## src/rtl/lkp_pkg.sv

```systemverilog
// lkp_pkg: beat types, field widths and code constants for the k-permutation generator
// used by lex_k_permutation_generator_unit and its testbench; no dependencies
package lkp_pkg;

  localparam int VAL_W   = 16;  // value field on both channels
  localparam int FUNC_W  = 2;
  localparam int LEN_W   = 4;   // perm_length register
  localparam int POS_W   = 3;
  localparam int ST_W    = 2;
  localparam int MAX_LEN = 8;   // deepest permutation, levels of the index stack

  localparam logic [FUNC_W-1:0] FUNC_CLEAR = 2'd0;
  localparam logic [FUNC_W-1:0] FUNC_LOAD  = 2'd1;
  localparam logic [FUNC_W-1:0] FUNC_NEXT  = 2'd2;

  localparam logic [ST_W-1:0] ST_ELEM    = 2'd0;
  localparam logic [ST_W-1:0] ST_EXHAUST = 2'd1;
  localparam logic [ST_W-1:0] ST_DROP    = 2'd2;

  typedef struct packed {
    logic [FUNC_W-1:0] func;
    logic [VAL_W-1:0]  value;
  } in_beat_t;

  typedef struct packed {
    logic [VAL_W-1:0] out_value;
    logic [POS_W-1:0] position;
    logic             last;
    logic [ST_W-1:0]  status;
  } out_beat_t;

endpackage

```

## src/rtl/lkp_free_find.sv

```systemverilog
// lkp_free_find: lowest store index in [from, count) whose used bit is clear
// shared search unit of the permutation sequencer; no package dependencies
module lkp_free_find #(
  parameter int MAX_ITEMS = 8,
  parameter int IW        = (MAX_ITEMS > 1) ? $clog2(MAX_ITEMS) : 1,
  parameter int CW        = $clog2(MAX_ITEMS + 1)
) (
  input  logic [MAX_ITEMS-1:0] used,
  input  logic [CW-1:0]        from,
  input  logic [CW-1:0]        count,
  output logic                 found,
  output logic [IW-1:0]        idx
);

  logic [MAX_ITEMS-1:0] cand;
  logic [MAX_ITEMS-1:0] low;

  always_comb begin
    for (int i = 0; i < MAX_ITEMS; i++) begin
      cand[i] = !used[i] && (CW'(i) >= from) && (CW'(i) < count);
    end
    // isolate the lowest candidate, then encode it
    low = cand & (~cand + MAX_ITEMS'(1));
    idx = '0;
    for (int i = 0; i < MAX_ITEMS; i++) begin
      if (low[i]) begin
        idx = idx | IW'(i);
      end
    end
  end

  assign found = |cand;

endmodule

```

## src/rtl/lex_k_permutation_generator_unit.sv

```systemverilog
// lex_k_permutation_generator_unit: sorted value store and lexicographic k-permutation walk
// depends on lkp_pkg and lkp_free_find
//
//   port group   dir  handshake            beat
//   in_*         in   in_valid / in_stall   lkp_pkg::in_beat_t (func, value)
//   out_*        out  out_valid / out_stall lkp_pkg::out_beat_t (out_value, position, last, status)
//   cfg_*        in   cfg_wr_en             perm_length
//
// one input beat at a time; in_stall is high while the sequencer is not idle (clear and unused codes leave it idle)
// clear: done in the idle state as the beat is accepted
// load: reads and compares store entries one at a time (one store read port), shifting larger ones up
// next: unwinds or refills the stack levels one by one through the shared free-index search,
//   closes the refill, then reads each element from the store and loads it into the output
// drop and exhausted results, repeated or from a failed advance, are one status beat
// output stalls hold the sequencer; rst_n is synchronous; store and index stack not reset
module lex_k_permutation_generator_unit #(
  parameter int MAX_ITEMS  = 8,
  parameter int VALUE_BITS = 16
) (
  input  logic                        clk,
  input  logic                        rst_n,
  input  logic                        in_valid,
  output logic                        in_stall,
  input  lkp_pkg::in_beat_t           in_beat,
  output logic                        out_valid,
  input  logic                        out_stall,
  output lkp_pkg::out_beat_t          out_beat,
  input  logic                        cfg_wr_en,
  input  logic [lkp_pkg::LEN_W-1:0]   cfg_wr_data
);

  localparam int IW    = (MAX_ITEMS > 1) ? $clog2(MAX_ITEMS) : 1;
  localparam int CW    = $clog2(MAX_ITEMS + 1);
  localparam int SW    = (VALUE_BITS < lkp_pkg::VAL_W) ? VALUE_BITS : lkp_pkg::VAL_W;
  localparam int LW    = lkp_pkg::LEN_W;
  localparam int PW    = lkp_pkg::POS_W;
  localparam int OW    = lkp_pkg::VAL_W;
  localparam int DW    = $clog2(lkp_pkg::MAX_LEN);
  localparam int XW    = (LW > CW) ? LW : CW;

  typedef enum logic [7:0] {
    S_IDLE    = 8'b0000_0001,
    S_INS_RD  = 8'b0000_0010,
    S_INS_CMP = 8'b0000_0100,
    S_FILL    = 8'b0000_1000,
    S_ADV     = 8'b0001_0000,
    S_EM_RD   = 8'b0010_0000,
    S_EM_OUT  = 8'b0100_0000,
    S_ONE     = 8'b1000_0000
  } state_t;

  state_t                   state_r, state_nxt;
  logic [LW-1:0]            len_r, len_nxt;
  logic [CW-1:0]            cnt_r, cnt_nxt;
  logic [MAX_ITEMS-1:0]     used_r, used_nxt;
  logic                     started_r, started_nxt;
  logic                     finished_r, finished_nxt;
  logic [LW-1:0]            lvl_r, lvl_nxt;
  logic [CW-1:0]            p_r, p_nxt;
  logic [SW-1:0]            val_r, val_nxt;
  logic [lkp_pkg::ST_W-1:0] code_r, code_nxt;
  logic                     out_valid_r;
  lkp_pkg::out_beat_t       out_beat_r, out_beat_nxt;

  logic [SW-1:0]            mem [MAX_ITEMS];
  logic [SW-1:0]            rd_data_r;
  logic [IW-1:0]            chosen_r [lkp_pkg::MAX_LEN];

  logic                     mem_we;
  logic [IW-1:0]            mem_wa;
  logic [SW-1:0]            mem_wd;
  logic [IW-1:0]            rd_addr;
  logic                     ch_we;
  logic [DW-1:0]            ch_addr;
  logic [IW-1:0]            cur_ch;
  logic [MAX_ITEMS-1:0]     cleared;
  logic [MAX_ITEMS-1:0]     ff_used;
  logic [CW-1:0]            ff_from;
  logic                     ff_found;
  logic [IW-1:0]            ff_idx;
  logic                     out_free;
  logic                     out_ld;
  logic                     len_bad;
  logic                     em_last;

  // index stack read: unwinding looks one level below the pointer
  assign ch_addr = (state_r == S_ADV) ? DW'(lvl_r - LW'(1)) : DW'(lvl_r);
  assign cur_ch  = chosen_r[ch_addr];
  assign cleared = used_r & ~(MAX_ITEMS'(1) << cur_ch);
  assign ff_used = (state_r == S_ADV) ? cleared : used_r;
  assign ff_from = (state_r == S_ADV) ? (CW'(cur_ch) + CW'(1)) : '0;

  lkp_free_find #(
    .MAX_ITEMS (MAX_ITEMS),
    .IW        (IW),
    .CW        (CW)
  ) u_find (
    .used  (ff_used),
    .from  (ff_from),
    .count (cnt_r),
    .found (ff_found),
    .idx   (ff_idx)
  );

  assign out_free = !out_valid_r || !out_stall;
  assign len_bad  = (len_r == '0) || (len_r > LW'(lkp_pkg::MAX_LEN)) ||
                    (XW'(len_r) > XW'(cnt_r));
  assign em_last  = (lvl_r == len_r - LW'(1));

  always_comb begin
    state_nxt    = state_r;
    len_nxt      = len_r;
    cnt_nxt      = cnt_r;
    used_nxt     = used_r;
    started_nxt  = started_r;
    finished_nxt = finished_r;
    lvl_nxt      = lvl_r;
    p_nxt        = p_r;
    val_nxt      = val_r;
    code_nxt     = code_r;
    mem_we       = 1'b0;
    mem_wa       = p_r[IW-1:0];
    mem_wd       = val_r;
    rd_addr      = cur_ch;
    ch_we        = 1'b0;
    out_ld       = 1'b0;
    out_beat_nxt = out_beat_r;

    if (cfg_wr_en) begin
      len_nxt      = cfg_wr_data;
      used_nxt     = '0;
      started_nxt  = 1'b0;
      finished_nxt = 1'b0;
    end

    unique case (state_r)
      S_IDLE: begin
        if (in_valid) begin
          case (in_beat.func)
            lkp_pkg::FUNC_CLEAR: begin
              cnt_nxt      = '0;
              used_nxt     = '0;
              started_nxt  = 1'b0;
              finished_nxt = 1'b0;
            end
            lkp_pkg::FUNC_LOAD: begin
              val_nxt = in_beat.value[SW-1:0];
              p_nxt   = cnt_r;
              if (cnt_r >= CW'(MAX_ITEMS)) begin
                code_nxt  = lkp_pkg::ST_DROP;
                state_nxt = S_ONE;
              end else begin
                state_nxt = S_INS_RD;
              end
            end
            lkp_pkg::FUNC_NEXT: begin
              if (finished_r) begin
                code_nxt  = lkp_pkg::ST_EXHAUST;
                state_nxt = S_ONE;
              end else if (!started_r) begin
                if (len_bad) begin
                  finished_nxt = 1'b1;
                  code_nxt     = lkp_pkg::ST_EXHAUST;
                  state_nxt    = S_ONE;
                end else begin
                  used_nxt  = '0;
                  lvl_nxt   = '0;
                  state_nxt = S_FILL;
                end
              end else begin
                lvl_nxt   = len_r;
                state_nxt = S_ADV;
              end
            end
            default: ;
          endcase
        end
      end
      S_INS_RD: begin
        if (p_r == '0) begin
          mem_we       = 1'b1;
          cnt_nxt      = cnt_r + CW'(1);
          used_nxt     = '0;
          started_nxt  = 1'b0;
          finished_nxt = 1'b0;
          state_nxt    = S_IDLE;
        end else begin
          rd_addr   = IW'(p_r - CW'(1));
          state_nxt = S_INS_CMP;
        end
      end
      S_INS_CMP: begin
        mem_we = 1'b1;
        if (rd_data_r > val_r) begin
          // shift the larger neighbor up one slot
          mem_wd    = rd_data_r;
          p_nxt     = p_r - CW'(1);
          state_nxt = S_INS_RD;
        end else begin
          cnt_nxt      = cnt_r + CW'(1);
          used_nxt     = '0;
          started_nxt  = 1'b0;
          finished_nxt = 1'b0;
          state_nxt    = S_IDLE;
        end
      end
      S_FILL: begin
        if (lvl_r == len_r) begin
          started_nxt = 1'b1;
          lvl_nxt     = '0;
          state_nxt   = S_EM_RD;
        end else begin
          ch_we    = 1'b1;
          used_nxt = used_r | (MAX_ITEMS'(1) << ff_idx);
          lvl_nxt  = lvl_r + LW'(1);
        end
      end
      S_ADV: begin
        if (lvl_r == '0) begin
          finished_nxt = 1'b1;
          code_nxt     = lkp_pkg::ST_EXHAUST;
          state_nxt    = S_ONE;
        end else if (ff_found) begin
          // bump this level, refill the levels above it
          ch_we     = 1'b1;
          used_nxt  = cleared | (MAX_ITEMS'(1) << ff_idx);
          state_nxt = S_FILL;
        end else begin
          used_nxt = cleared;
          lvl_nxt  = lvl_r - LW'(1);
        end
      end
      S_EM_RD: begin
        state_nxt = S_EM_OUT;
      end
      S_EM_OUT: begin
        if (out_free) begin
          out_ld                 = 1'b1;
          out_beat_nxt.out_value = OW'(rd_data_r);
          out_beat_nxt.position  = PW'(lvl_r);
          out_beat_nxt.last      = em_last;
          out_beat_nxt.status    = lkp_pkg::ST_ELEM;
          if (em_last) begin
            state_nxt = S_IDLE;
          end else begin
            lvl_nxt   = lvl_r + LW'(1);
            state_nxt = S_EM_RD;
          end
        end
      end
      S_ONE: begin
        if (out_free) begin
          out_ld                 = 1'b1;
          out_beat_nxt.out_value = '0;
          out_beat_nxt.position  = '0;
          out_beat_nxt.last      = 1'b1;
          out_beat_nxt.status    = code_r;
          state_nxt              = S_IDLE;
        end
      end
      default: begin
        state_nxt = S_IDLE;
      end
    endcase
  end

  always_ff @(posedge clk) begin
    if (!rst_n) begin
      state_r     <= S_IDLE;
      len_r       <= LW'(1);
      cnt_r       <= '0;
      used_r      <= '0;
      started_r   <= 1'b0;
      finished_r  <= 1'b0;
      out_valid_r <= 1'b0;
    end else begin
      state_r    <= state_nxt;
      len_r      <= len_nxt;
      cnt_r      <= cnt_nxt;
      used_r     <= used_nxt;
      started_r  <= started_nxt;
      finished_r <= finished_nxt;
      if (out_ld) begin
        out_valid_r <= 1'b1;
      end else if (!out_stall) begin
        out_valid_r <= 1'b0;
      end
    end
  end

  always_ff @(posedge clk) begin
    lvl_r      <= lvl_nxt;
    p_r        <= p_nxt;
    val_r      <= val_nxt;
    code_r     <= code_nxt;
    out_beat_r <= out_beat_nxt;
    if (ch_we) begin
      chosen_r[ch_addr] <= ff_idx;
    end
  end

  // sorted value store, one write and one registered read per cycle
  always_ff @(posedge clk) begin
    if (mem_we) begin
      mem[mem_wa] <= mem_wd;
    end
    rd_data_r <= mem[rd_addr];
  end

  assign in_stall  = (state_r != S_IDLE);
  assign out_valid = out_valid_r;
  assign out_beat  = out_beat_r;

  a_last_pos: assert property (@(posedge clk) disable iff (!rst_n)
    out_valid && out_beat.status == lkp_pkg::ST_ELEM && out_beat.last
      |-> out_beat.position == PW'(len_r - LW'(1)))
    else $error("last element beat not at final position");

  a_single: assert property (@(posedge clk) disable iff (!rst_n)
    out_valid && out_beat.status != lkp_pkg::ST_ELEM
      |-> out_beat.last && out_beat.position == '0)
    else $error("status beat not a single last beat");

  a_used_full: assert property (@(posedge clk) disable iff (!rst_n)
    state_r == S_EM_RD |-> $countones(used_r) == int'(len_r))
    else $error("used mask does not match permutation length");

  a_cnt_range: assert property (@(posedge clk) disable iff (!rst_n)
    cnt_r <= CW'(MAX_ITEMS))
    else $error("item count above store depth");

endmodule

```

## config.mk

```make
export PLATFORM = sky130hd
export DESIGN_NAME = lex_k_permutation_generator_unit
export DESIGN_NICKNAME = d
export VERILOG_FILES = /design/src/rtl/lkp_pkg.sv /design/src/rtl/lkp_free_find.sv /design/src/rtl/lex_k_permutation_generator_unit.sv
export SDC_FILE = /design/constraint.sdc
export NUM_CORES = 1
export LEC_CHECK = 0
export ABC_AREA = 0
export ABC_CLOCK_PERIOD_IN_PS = 15120
export BUFFER_PORTS_ARGS = -buffer_cell sky130_fd_sc_hd__buf_2
export CELL_PAD_IN_SITES_DETAIL_PLACEMENT = 1
export CELL_PAD_IN_SITES_GLOBAL_PLACEMENT = 2
export CORE_ASPECT_RATIO = 0.7
export CORE_MARGIN = 3
export CORE_UTILIZATION = 46
export CTS_BUF_LIST = sky130_fd_sc_hd__clkbuf_8
export DETAILED_ROUTE_END_ITERATION = 10
export PLACE_DENSITY_LB_ADDON = 0.1
export SLEW_MARGIN = 15
export SYNTH_ARGS = -nofsm -noshare
export SYNTH_HDL_FRONTEND = slang
export SYNTH_SLANG_ARGS = --single-unit
```

## constraint.sdc

```tcl
create_clock -name clk -period 15.12 [get_ports clk]
set_input_delay 0.756 -clock clk [delete_from_list [all_inputs] [get_ports clk]]
set_output_delay 0.756 -clock clk [all_outputs]
set_load 0.01 [all_outputs]
```

== Yosys cells after proc, flatten, opt, wreduce, memory -nomap -nowiden ==
Memory sizes are Yosys's and may differ from the RTL's. A register that Yosys moved wholly into a read port is not among the register bits.
Index checks and enable logic that the tools add are counted.
Storage, ports and cells
  RAM bits: 152
  memories kept: 2
  input port bits: 27
  word-level logic and storage cells: 237
  bits in registers: 75
  output and inout bits: 24
Operators by class
  shift-type cells: 2
  $add $sub $neg: 7
  reduce and logical (&&, ||, !) cells: 47
  mux-type cells: 103
  eq/ne operators: 35
  bitwise gates (word level): 6
  order comparisons: 20
Memory list
  mem: words 8, bits a word 16, rd ports 1, clocked after memory_dff 1, wr ports 1, line lex_k_permutation_generator_unit.sv:65  | logic [SW-1:0] mem [MAX_ITEMS];
  chosen_r: words 8, bits a word 3, rd ports 1, clocked after memory_dff 0, wr ports 1, line lex_k_permutation_generator_unit.sv:67  | logic [IW-1:0] chosen_r [lkp_pkg::MAX_LEN];
Operators with widths (number)
  8-bit two-way mux: 21
  4-bit two-way mux: 18
  8-bit case mux with 8 select lines: 1
  22-bit two-way mux: 2
  22-bit case mux with 2 select lines: 1
  8-bit case mux with 5 select lines: 1
  16-bit two-way mux: 2
  8-bit case mux with 2 select lines: 2
  1-bit two-way mux: 27
  3-bit two-way mux: 8
  2-bit != test (second input constant): 11
  2-bit two-way mux: 9
  8-bit AND: 2
  3-bit by 4-bit >= comparator with 1-bit output (first input constant): 4
  16-bit greater-than comparator: 1
  1-bit logical AND: 16
  3-bit by 4-bit < comparator with 1-bit output (first input constant): 4
  8-bit NOT: 2
  8-bit bitwise OR: 2
  4-bit case mux with 4 select lines: 1
  1-bit by 3-bit << shifter with 8-bit output (first input constant): 2
  4-bit zero test: 3
  4-bit case mux with 3 select lines: 1
  4-bit by 1-bit subtractor with 4-bit output (second input constant): 3
  other kinds (46): 76

== Longest topological paths before layout ==
Gate-level depths: netlist of the first run.
An unclocked memory read counts as a cell.
  word-level depth: 25
  mapped depth: 25

== Cells and area by module ==
Synthesis of the first run repeated with hierarchy kept, for this count alone.
Second synthesis, totals
  cells, all modules: 926
  area, all modules: 11768.8 µm²
By module, submodules not included
  lex_k_permutation_generator_unit: times used 1, cells an instance 886, sequential area each 6866.6 µm², area an instance 11476.0 µm²
  lkp_free_find: times used 1, cells an instance 40, sequential area each 0.0 µm², area an instance 292.8 µm²

== Worst setup path after synthesis of the first run ==
OpenSTA, ideal clock, no wires.
  kind: reg-to-reg
  start point: reg state_r[1]
  end point: reg lvl_r[0] (enable)
  slack: 9.845 ns
  cell stages (with the launch flop): 22
  period minus slack after synthesis: 5.275 ns
  arrival time: 4.903 ns
  required time: 14.748 ns
  buffers on the path: 6
  library setup time: 0.372 ns
  path through: dfxtp_1 buf_6 nor4_2 buf_2 nand2_1 clkbuf_8 inv_1 buf_6 ha_1 buf_6 clkbuf_1 mux2i_1 a21oi_1 nor4_4 ha_1 o2bb2ai_1 and2b_1 a21oi_2 a31oi_1 a211oi_2 a31oi_1 a211oi_1
On the way
  longest elaborated chain between the ends: 13
  elaborated cells between the ends (all ways): 55
RTL lines
  start: declaration: line lex_k_permutation_generator_unit.sv:52  | state_t state_r, state_nxt;
  start signal: assignment: line lex_k_permutation_generator_unit.sv:277  | state_r <= state_nxt;
  parallel branches: the longest is 12 deep, another holds 3-bit by 1-bit adder with 4-bit output
  9-bit AND reduction (no source line) (*)
  end signal: assignment: line lex_k_permutation_generator_unit.sv:292  | lvl_r <= lvl_nxt;
  end: declaration: line lex_k_permutation_generator_unit.sv:58  | logic [LW-1:0] lvl_r, lvl_nxt;
Mark *: on every way between the ends.
A chain may end at the register's enable or synchronous reset.

== Worst setup path after layout of the first run ==
  start point: reg state_r[3]
  end point: reg lvl_r[3] (enable)
The elaborated chain is that of the path after synthesis.

==> results of run 1 <==
[metrics by stage]
| step | setup WS (ps) | hold WS (ps) | instances | util [%] | power (W) |
|---|---|---|---|---|---|
| after floorplan | 9845 | 449.6 | 1050 | - | 0.001243 |
| after global placement | 8457 | 475.8 | 1391 | 50.29 | 0.001413 |
| after detailed placement | 8111 | 480.0 | 1391 | 50.29 | 0.001425 |
| after CTS | 8048 | 339.5 | 1462 | 53.52 | 0.001992 |
| after global routing | 7531 | 343.4 | 1464 | 53.61 | 0.002106 |
| final | 7937 | 379.7 | 1464 | 53.61 | 0.001981 |
[cell usage after synthesis (all sizes together) (3+ instances only)]
cell type,count
a211o,6
a211oi,11
a21boi,4
a21o,13
a21oi,51
a221o,3
a31oi,7
and2,22
and3,6
buf,16
clkbuf,34
dfxtp,43
edfxtp,200
ha,33
inv,44
mux2,4
mux2i,12
nand2,210
nand2b,5
nand3,42
nand3b,3
nand4,13
nor2,60
nor2b,6
nor3,25
nor4,8
o211ai,23
o21ai,73
o31ai,3
or3,4
or4,4
xnor2,9
xor2,5
[placed cells by master (no fill, tap or decap), types with 5 or more instances in the layout]
cell type,instances
nand2b_1,5
inv_1,56
nor3_2,7
xor2_1,5
nand4_1,13
clkbuf_8,45
buf_2,50
o211ai_1,22
nor2b_1,6
ha_1,33
nor3_1,18
nand3_1,42
xnor2_1,9
edfxtp_1,200
nor4_1,5
and2_1,22
nor2_1,59
dfxtp_1,43
o21ai_1,5
mux2i_1,11
buf_4,24
and3_1,5
nand2_1,210
a211oi_1,10
a31oi_1,5
a21oi_1,47
a21o_1,11
clkinv_1,7
a211o_1,5
o21ai_0,67
[flip-flops by register name (all words and copies together), names as in the netlist]
register	count
out_valid	1
started_r	1
chosen_r	24
finished_r	1
val_r	16
code_r	2
p_r	4
mem	128
out_beat	22
state_r	8
rd_data_r	16
used_r	8
lvl_r	4
len_r	4
cnt_r	4
[cells by family (layout without fill, tap and decap cells)]
| group | after synthesis | in the layout | synth area share (%) |
|---|---|---|---|
| adder cells (fa/ha/maj) | 33 | 33 | 3.593 |
| AO/OA/AOI/OAI | 222 | 222 | 12.82 |
| flip-flops | 243 | 243 | 59.76 |
| buffers and inverters | 96 | 192 | 3.833 |
| XOR/XNOR | 14 | 14 | 1.067 |
| AND/OR/NAND/NOR | 426 | 426 | 17.50 |
| multiplexers | 16 | 16 | 1.437 |
[final timing paths]
check                           from                    to  slack [ps]  cells after the start
min reg2reg     used_r[6]$_SDFF_PN0_  used_r[6]$_SDFF_PN0_         490                      2
max          state_r[3]$_SDFFE_PN0P_    lvl_r[3]$_DFFE_PP_        7940                     15
max reg2reg  state_r[3]$_SDFFE_PN0P_    lvl_r[3]$_DFFE_PP_        7940                     15
min                       in_beat[7]    val_r[7]$_DFFE_PP_         380                      1
[final cells by class]
class	count	area, um^2
fillers	2608	11180
repair buffers	75	441.7
clock buffers	45	619.3
flip-flops and latches	243	6867
inverters	46	177.7
clock inverters	26	161.4
well taps	318	397.9
multi-input cells	711	4262
[critical path, cell delays in order (launching register included)]
cell and delay (ps):
dfxtp_1 390, nor4b_2 950, nand2_1 530, inv_1 530, ha_1 620, mux2_2 420
a21boi_2 180, nor4_4 700, inv_4 140, ha_1 330, nand3_1 150, nor2_1 380
a21oi_1 170, o21ai_1 510, a31oi_1 220, a211oi_1 580
[per-layer routing]
layer  up-vias  wire length (um)  global-route usage, %
met3        37              2142                  5.058
met2       233             11650                  28.48
met5         -                 0                      0
met4         0               404                  4.537
li1       3957                 -                      -
met1      4146             17370                  40.67
[power breakdown]
part           internal, W  switching [W]
Clock             0.000306       0.000256
Sequential        0.000780      0.0000575
Combinational     0.000197       0.000385
==> flow_summary.yaml, run 1 <==
floorplanning:
  ios: 51
  die_area_um2: 26940
  core_area_um2: 24110
  rows: 47
  start_util_pct: 47.66
  die_h_um: 138.2
  dieWidth_um: 194.9
drt:
  wl_per_cell_um: 21.56
  drt-total-wl_mm: 31.57
  dr.pass1.iters: 5
  drt_iter0_drc: 686
  drc: 0
  vias: 8373
  via_per_inst: 5.719
  ant_nets: 0
placed_design:
  place_congestion: 0.9142
  post_dp_cell_area_um2: 12120
  numPortBuffers: 50
  dp_hpwl_mm: 22.05
hold_path:
  worstHoldPathType: "in2reg"
yosys:
  yosysSeqAreaShare_pct: 59.76
  ys_seq_elements: 243
  synth.distinct_cells: 88
  synth_edf_count: 200
  synthArstFlopShare_pct: 0
  yosys.area.top_type: "edfxtp_1"
  syn_nets: 1110
  yosys_most_used_dff: "edfxtp_1"
  synth_top_cell_area_share_pct: 52.26
  synth.area.top_cells: "edfxtp_1, dfxtp_1, nand2_1"
  synthCells: 1050
  synth_warnings: 0
  syn_area_um2: 11490
  avgSynthCellArea_um2: 10.94
critical_path:
  worstSetupPathType: "reg2reg"
  cp.required_ps: 15290
  end_kind: "flip-flop"
  critPathLaunchType: "flip-flop"
  crit_fanout: 16
  arrival_ps: 7360
timing:
  slew_headroom_pct: 20.98
  maxSlewViolCount: 0
  clock-skew-final_ps: 19.83
  period_share_pct: 47.51
  rsz0062_at_grt: "no"
  max_freq_mhz: 139.2
  fin_tns_setup_ps: 0
  worst_pin_slew_ps: 1173
  final_hold_viol_count: 0
  setup_violations: 0
  layout_min_cycle_time_ps: 7183
clocking:
  clkTransAtPathRegs_ps: 60
  cts_root_buf: "clkbuf_8"
  insertion_delay_ps: 550
  cts_tree: "built"
  holdBufCountCts: 0
  cts.repair.resized: 0
  cts.path.max_buffers: 3
  cts.sinks: 243
  cts_setup_buffers: 0
  htreeDepth: 2
  numCtsBuffers: 39
global_routing:
  grt_usage_pct: 23.22
  grt_pass1_wl_mm: 48.87
  overflow: 0
  grt_max_degree: 65
  antenna_found_initial: 0
  grt_pass1_vias: 8189
pwr:
  irDropWorstVdd_v: 0.00007291
  cellPowerDensity_nw_per_um2: 153.2
  power_leakage_nw: 4.884
final_layout:
  area_growth_pct: 12.49
  diodes: 0
  finalNetCount: 1176
  final_area_um2: 12930
  layout-drive-gt1-share_pct: 15.27
outcome:
  outcome: "finished clean"
flow_run:
  drv_cap: 0
Note: power is estimated with default switching activity, not from simulation.
==> inputs of run 2 (changes only) <==
- ABC_CLOCK_PERIOD_IN_PS: 15120 -> 7340
- CORE_UTILIZATION: 46 -> 43
- clock period: 15.12 -> 7.34 ns (I/O delays scaled with it)
==> flow_summary.yaml, run 2 (synthesis gave the netlist of run 1 again) <==
placed_design:
  numPortBuffers: 50
  place_inst: 1435
  place_congestion: 0.8680
  dp_hpwl_mm: 22.23
timing:
  setup_violations: 0
  fin_tns_setup_ps: 0
  period_share_pct: 83.34
  layout_min_cycle_time_ps: 6117
  maxSlewViolCount: 0
  max_freq_mhz: 163.5
  slew_headroom_pct: 21.64
  rsz0062_at_grt: "no"
  worst_pin_slew_ps: 1163
  hold_slack_ps: 62.51
  clock-skew-final_ps: 19.61
  final_hold_viol_count: 0
floorplanning:
  die_area_um2: 28750
  core_area_um2: 25990
  dieWidth_um: 201.4
  rows: 49
  die_h_um: 142.8
  ios: 51
  start_util_pct: 44.20
pwr:
  seq_power_share_pct: 42.0
  cellInternalPower_w: 0.002641
  power.share.clock_pct: 28.7
  combPwrFrac_pct: 29.3
  power.switching_w: 0.001479
  swShare_pct: 35.89
  irDropWorstVdd_v: 0.0001615
  power_leakage_nw: 4.985
  cellPowerDensity_nw_per_um2: 313.0
critical_path:
  arrival_ps: 6310
  end_kind: "flip-flop"
  cp.required_ps: 7530
  cp_top_family: "simple AND/OR/NAND/NOR gates"
  r2r_end: "lvl_r[2]$_DFFE_PP_"
  critPathMaxStageDelay_ps: 630
  critPathSlowestCell: "ha_1"
  rrSetupSlack_ps: 1220
  worstSetupPathType: "reg2reg"
  crit_top_cell: "ha_1"
  path_cells: "nor4_2 -> buf_4 -> nand2_1 -> inv_1 -> ha_1 -> mux2i_1 -> a21oi_1 -> nor4_4 -> inv_2 -> ha_1 -> ha_1 -> nand3_1 -> nor2_1 -> nor2_1 -> a211oi_2 -> a31oi_1 -> a211oi_1"
  critPathLaunchType: "flip-flop"
  reg2reg_depth: 17
  r2r-start: "state_r[0]$_SDFFE_PN1P_"
  critPathBufInv: 3
  crit_fanout: 16
drt:
  ant_nets: 0
  via_per_inst: 5.530
  drt-total-wl_mm: 32.64
  vias: 8434
  dr.pass1.iters: 4
  drt_iter0_drc: 744
  drc: 0
  wl_per_cell_um: 21.40
clocking:
  cts_root_buf: "clkbuf_8"
  insertion_delay_ps: 560
  cts.path.max_buffers: 3
  cts_tree: "built"
  clkTransAtPathRegs_ps: 70
  cts.sinks: 243
  htreeDepth: 2
  numCtsBuffers: 40
  cts_setup_buffers: 0
final_layout:
  layout-drive-gt1-share_pct: 15.50
  layout_common_cells: "nand2_1, edfxtp_1, o21ai_0"
  largest_reg_flops: 128
  layout_commonest_cell: "nand2_1"
  area_growth_pct: 14.54
  regMostFlops: "mem"
  fill_cells: 2830
  finalNetCount: 1196
  diodes: 0
  final_cells: 1525
global_routing:
  antenna_found_initial: 0
  grt_pass1_vias: 8409
  grt_max_degree: 65
  grt_usage_pct: 22.85
  overflow: 0
  grt_pass1_wl_mm: 50.56
flow_run:
  drv_cap: 0
hold_path:
  min_from: "cfg_wr_data[0]"
  hold_path_end: "len_r[0]$_SDFFE_PN1P_"
  worstHoldPathType: "in2reg"
  holdPathStages: 3
outcome:
  outcome: "finished clean"
## run 2: cell types whose count changed in the layout (fill, tap and decap cells not counted), moves of 3 or more
cell	previous run	this run
dlygate4sd3_1	0	16
buf_4	24	28
clkinv_1	7	4
clkinv_2	2	6
inv_1	56	59
## run 2: metal layers
metal	GRT usage (%)	vias to the layer above	wire length, um
met5	0	-	0
met4	5.246	0	506
met3	4.944	41	1900
met2	29.54	205	11980
met1	38.06	4192	18250
li1	-	3996	-
## run 2: worst reg2reg max path: stages (launching register included)
cell      delay [ps]
dfxtp_1          380
nor4_2           310
buf_4            240
nand2_1           90
inv_1            410
ha_1             630
mux2i_1          270
a21oi_1           90
nor4_4           630
inv_2            170
ha_1             300
ha_1             310
nand3_1          160
nor2_1           350
nor2_1           120
a211oi_2         600
a31oi_1          190
a211oi_1         520
## run 2: worst max-delay path by stage
stage                                       start  cells after the start  slack (ps)            endpoint
after floorplan           state_r[1]$_SDFFE_PN0P_                     21        2060  lvl_r[0]$_DFFE_PP_
after global placement    state_r[3]$_SDFFE_PN0P_                     17        1480  lvl_r[0]$_DFFE_PP_
after detailed placement  state_r[1]$_SDFFE_PN0P_                     17        1340  lvl_r[0]$_DFFE_PP_
after CTS                 state_r[0]$_SDFFE_PN1P_                     17        1300  lvl_r[2]$_DFFE_PP_
after global routing      state_r[0]$_SDFFE_PN1P_                     17         650  lvl_r[2]$_DFFE_PP_
final                     state_r[0]$_SDFFE_PN1P_                     17        1220  lvl_r[2]$_DFFE_PP_
## run 2: power by group through the flow
| stage | Clock [W] | Sequential [W] | Combinational [W] |
|---|---|---|---|
| final | 0.00118 | 0.00173 | 0.00121 |
| after floorplan | 0 | 0.00168 | 0.000883 |
| after global placement | 0 | 0.00175 | 0.00117 |
| after detailed placement | 0 | 0.00175 | 0.00120 |
| after global routing | 0.00128 | 0.00174 | 0.00136 |
| after CTS | 0.00122 | 0.00172 | 0.00121 |
## run 2: stage by stage
stage | area, um^2 | worst slack, ps | util [%] | power, W
CTS | 13160 | 1299 | 50.63 | 0.004147
detailed placement | 12220 | 1336 | 47.00 | 0.002946
global placement | 12220 | 1477 | 47.00 | 0.002924
floorplan | 11490 | 2065 | - | 0.002561
finish | 13160 | 1223 | 50.63 | 0.004120
global route | 13160 | 652.3 | 50.63 | 0.004378
## run 2: final cells by class
cell class / instances / area [um^2] / share of cell area [%]
clock buffer: 43 / 591.8 / 4.497
tap: 357 / 446.7 / 3.394
inverter: 46 / 177.7 / 1.350
multi-input combinational: 711 / 4267 / 32.42
timing repair buffer: 94 / 620.6 / 4.715
clock inverter: 31 / 191.4 / 1.455
sequential: 243 / 6867 / 52.17
## run 2: timing repair
item | CTS | global route
hold endpoints to repair | 16 | 0
resized for setup | 0 | 0
hold buffers | 16 | 0
==> inputs of run 3 (changes only) <==
- ABC_CLOCK_PERIOD_IN_PS: 7340 -> 5600
- CORE_UTILIZATION: 43 -> 39
- clock period: 7.34 -> 5.6 ns (I/O delays scaled with it)
==> flow_summary.yaml, run 3 (synthesis gave the netlist of run 1 again) <==
outcome:
  outcome: "finished clean"
hold_path:
  worstHoldPathType: "in2reg"
  min_from: "out_stall"
  holdPathStages: 3
final_layout:
  layout-drive-gt1-share_pct: 16.31
  regMostFlops: "mem"
  layout_common_cells: "nand2_1, edfxtp_1, o21ai_0"
  diodes: 0
  finalNetCount: 1204
  largest_reg_flops: 128
  layout_commonest_cell: "nand2_1"
  area_growth_pct: 15.54
  final_cells: 1548
timing:
  hold_slack_ps: 37.96
  slew_headroom_pct: 20.13
  clock-skew-final_ps: 32.38
  max_freq_mhz: 195.5
  layout_min_cycle_time_ps: 5115
  period_share_pct: 91.35
  worst_pin_slew_ps: 1186
  maxSlewViolCount: 0
  setup_violations: 0
  fin_tns_setup_ps: 0
  final_hold_viol_count: 0
  rsz0062_at_grt: "no"
clocking:
  htreeDepth: 2
  insertion_delay_ps: 570
  cts.path.max_buffers: 3
  numCtsBuffers: 41
  cts_root_buf: "clkbuf_8"
  cts_tree: "built"
  clkTransAtPathRegs_ps: 70
  cts.sinks: 243
floorplanning:
  rows: 51
  ios: 51
  die_area_um2: 31590
  dieWidth_um: 211.2
  start_util_pct: 40.47
  die_h_um: 149.6
  core_area_um2: 28400
critical_path:
  critPathMaxStageDelay_ps: 550
  startpoint: "state_r[3]$_SDFFE_PN0P_"
  crit_fanout: 13
  arrival_ps: 5310
  critPathSlowestCell: "a211oi_2"
  r2r-start: "state_r[3]$_SDFFE_PN0P_"
  cp.required_ps: 5790
  end_kind: "flip-flop"
  critPathLaunchType: "flip-flop"
  worstSetupPathType: "reg2reg"
  reg2reg_depth: 16
  path_cells: "nor4b_2 -> nand2_1 -> inv_1 -> ha_2 -> buf_4 -> mux2_2 -> a21boi_2 -> nor4_4 -> inv_4 -> ha_1 -> nand3_1 -> nor2_1 -> nor2_1 -> a211oi_2 -> a31oi_1 -> a211oi_1"
  crit_top_cell: "nor2_1"
placed_design:
  dp_hpwl_mm: 22.90
  place_congestion: 0.9007
  place_inst: 1452
  numPortBuffers: 50
global_routing:
  grt_pass1_wl_mm: 51.69
  antenna_found_initial: 0
  grt_pass1_vias: 8391
  grt_max_degree: 65
  overflow: 0
  grt_usage_pct: 21.55
pwr:
  total_power_w: 0.005443
  cellPowerDensity_nw_per_um2: 410.0
  power_leakage_nw: 5.007
  irDropWorstVdd_v: 0.0002067
drt:
  drc: 0
  wl_per_cell_um: 21.76
  vias: 8492
  via_per_inst: 5.486
  ant_nets: 0
  dr.pass1.iters: 5
  drt_iter0_drc: 666
  drt-total-wl_mm: 33.69
flow_run:
  drv_cap: 0
run 3: per-stage QoR:
stage	util [%]	setup slack, ps	instance area, um^2
5_1_grt	46.75	167.8	13280
2_1_floorplan	-	325.0	11490
4_1_cts	46.72	344.4	13270
3_5_place_dp	43.14	376.4	12250
6_report	46.75	484.7	13280
3_3_place_gp	43.14	529.5	12250
run 3: power by group:
part           switching, W  internal, W
Clock              0.000745     0.000818
Sequential         0.000162      0.00211
Combinational       0.00106     0.000555
Total               0.00196      0.00348
run 3: worst max-delay path, delay by kind of cell, from the launching register on:
| kind | cells | cell delay (ps) |
|---|---|---|
| AO/OA/AOI/OAI | 4 | 1440 |
| AND/OR/NAND/NOR | 6 | 1450 |
| flip-flops | 1 | 410 |
| buffers and inverters | 3 | 410 |
| multiplexers | 1 | 340 |
| adder cells (fa/ha/maj) | 2 | 670 |
run 3: layer usage:
metal | routed length (um) | up-vias | part of all wire (%) | track usage, %
met5 | 0 | - | 0 | 0
met4 | 431 | 0 | 1.3 | 4.383
met3 | 2024 | 39 | 6.0 | 4.212
met2 | 12210 | 205 | 36 | 27.36
met1 | 19020 | 4235 | 56 | 36.63
li1 | - | 4013 | - | -
run 3: timing repair:
action,in CTS,in global routing
endpoints found under the hold margin,20,0
setup buffers,0,0
setup endpoints to repair,0,16
resized for setup,0,3
hold buffers,20,0
run 3: area by class of cell:
| class | count | area, um^2 |
|---|---|---|
| flip-flops and latches | 243 | 6867 |
| clock inverters | 26 | 126.4 |
| well taps | 371 | 464.2 |
| fillers | 3104 | 15120 |
| multi-input cells | 711 | 4270 |
| inverters | 46 | 177.7 |
| repair buffers | 101 | 683.2 |
| clock buffers | 50 | 688.2 |
run 3: final timing paths:
kind / to / slack [ps]
max: lvl_r[3]$_DFFE_PP_ / 480
min: out_valid$_SDFFE_PN0P_ / 40
max reg2reg: lvl_r[3]$_DFFE_PP_ / 480
min reg2reg: used_r[4]$_SDFF_PN0_ / 480
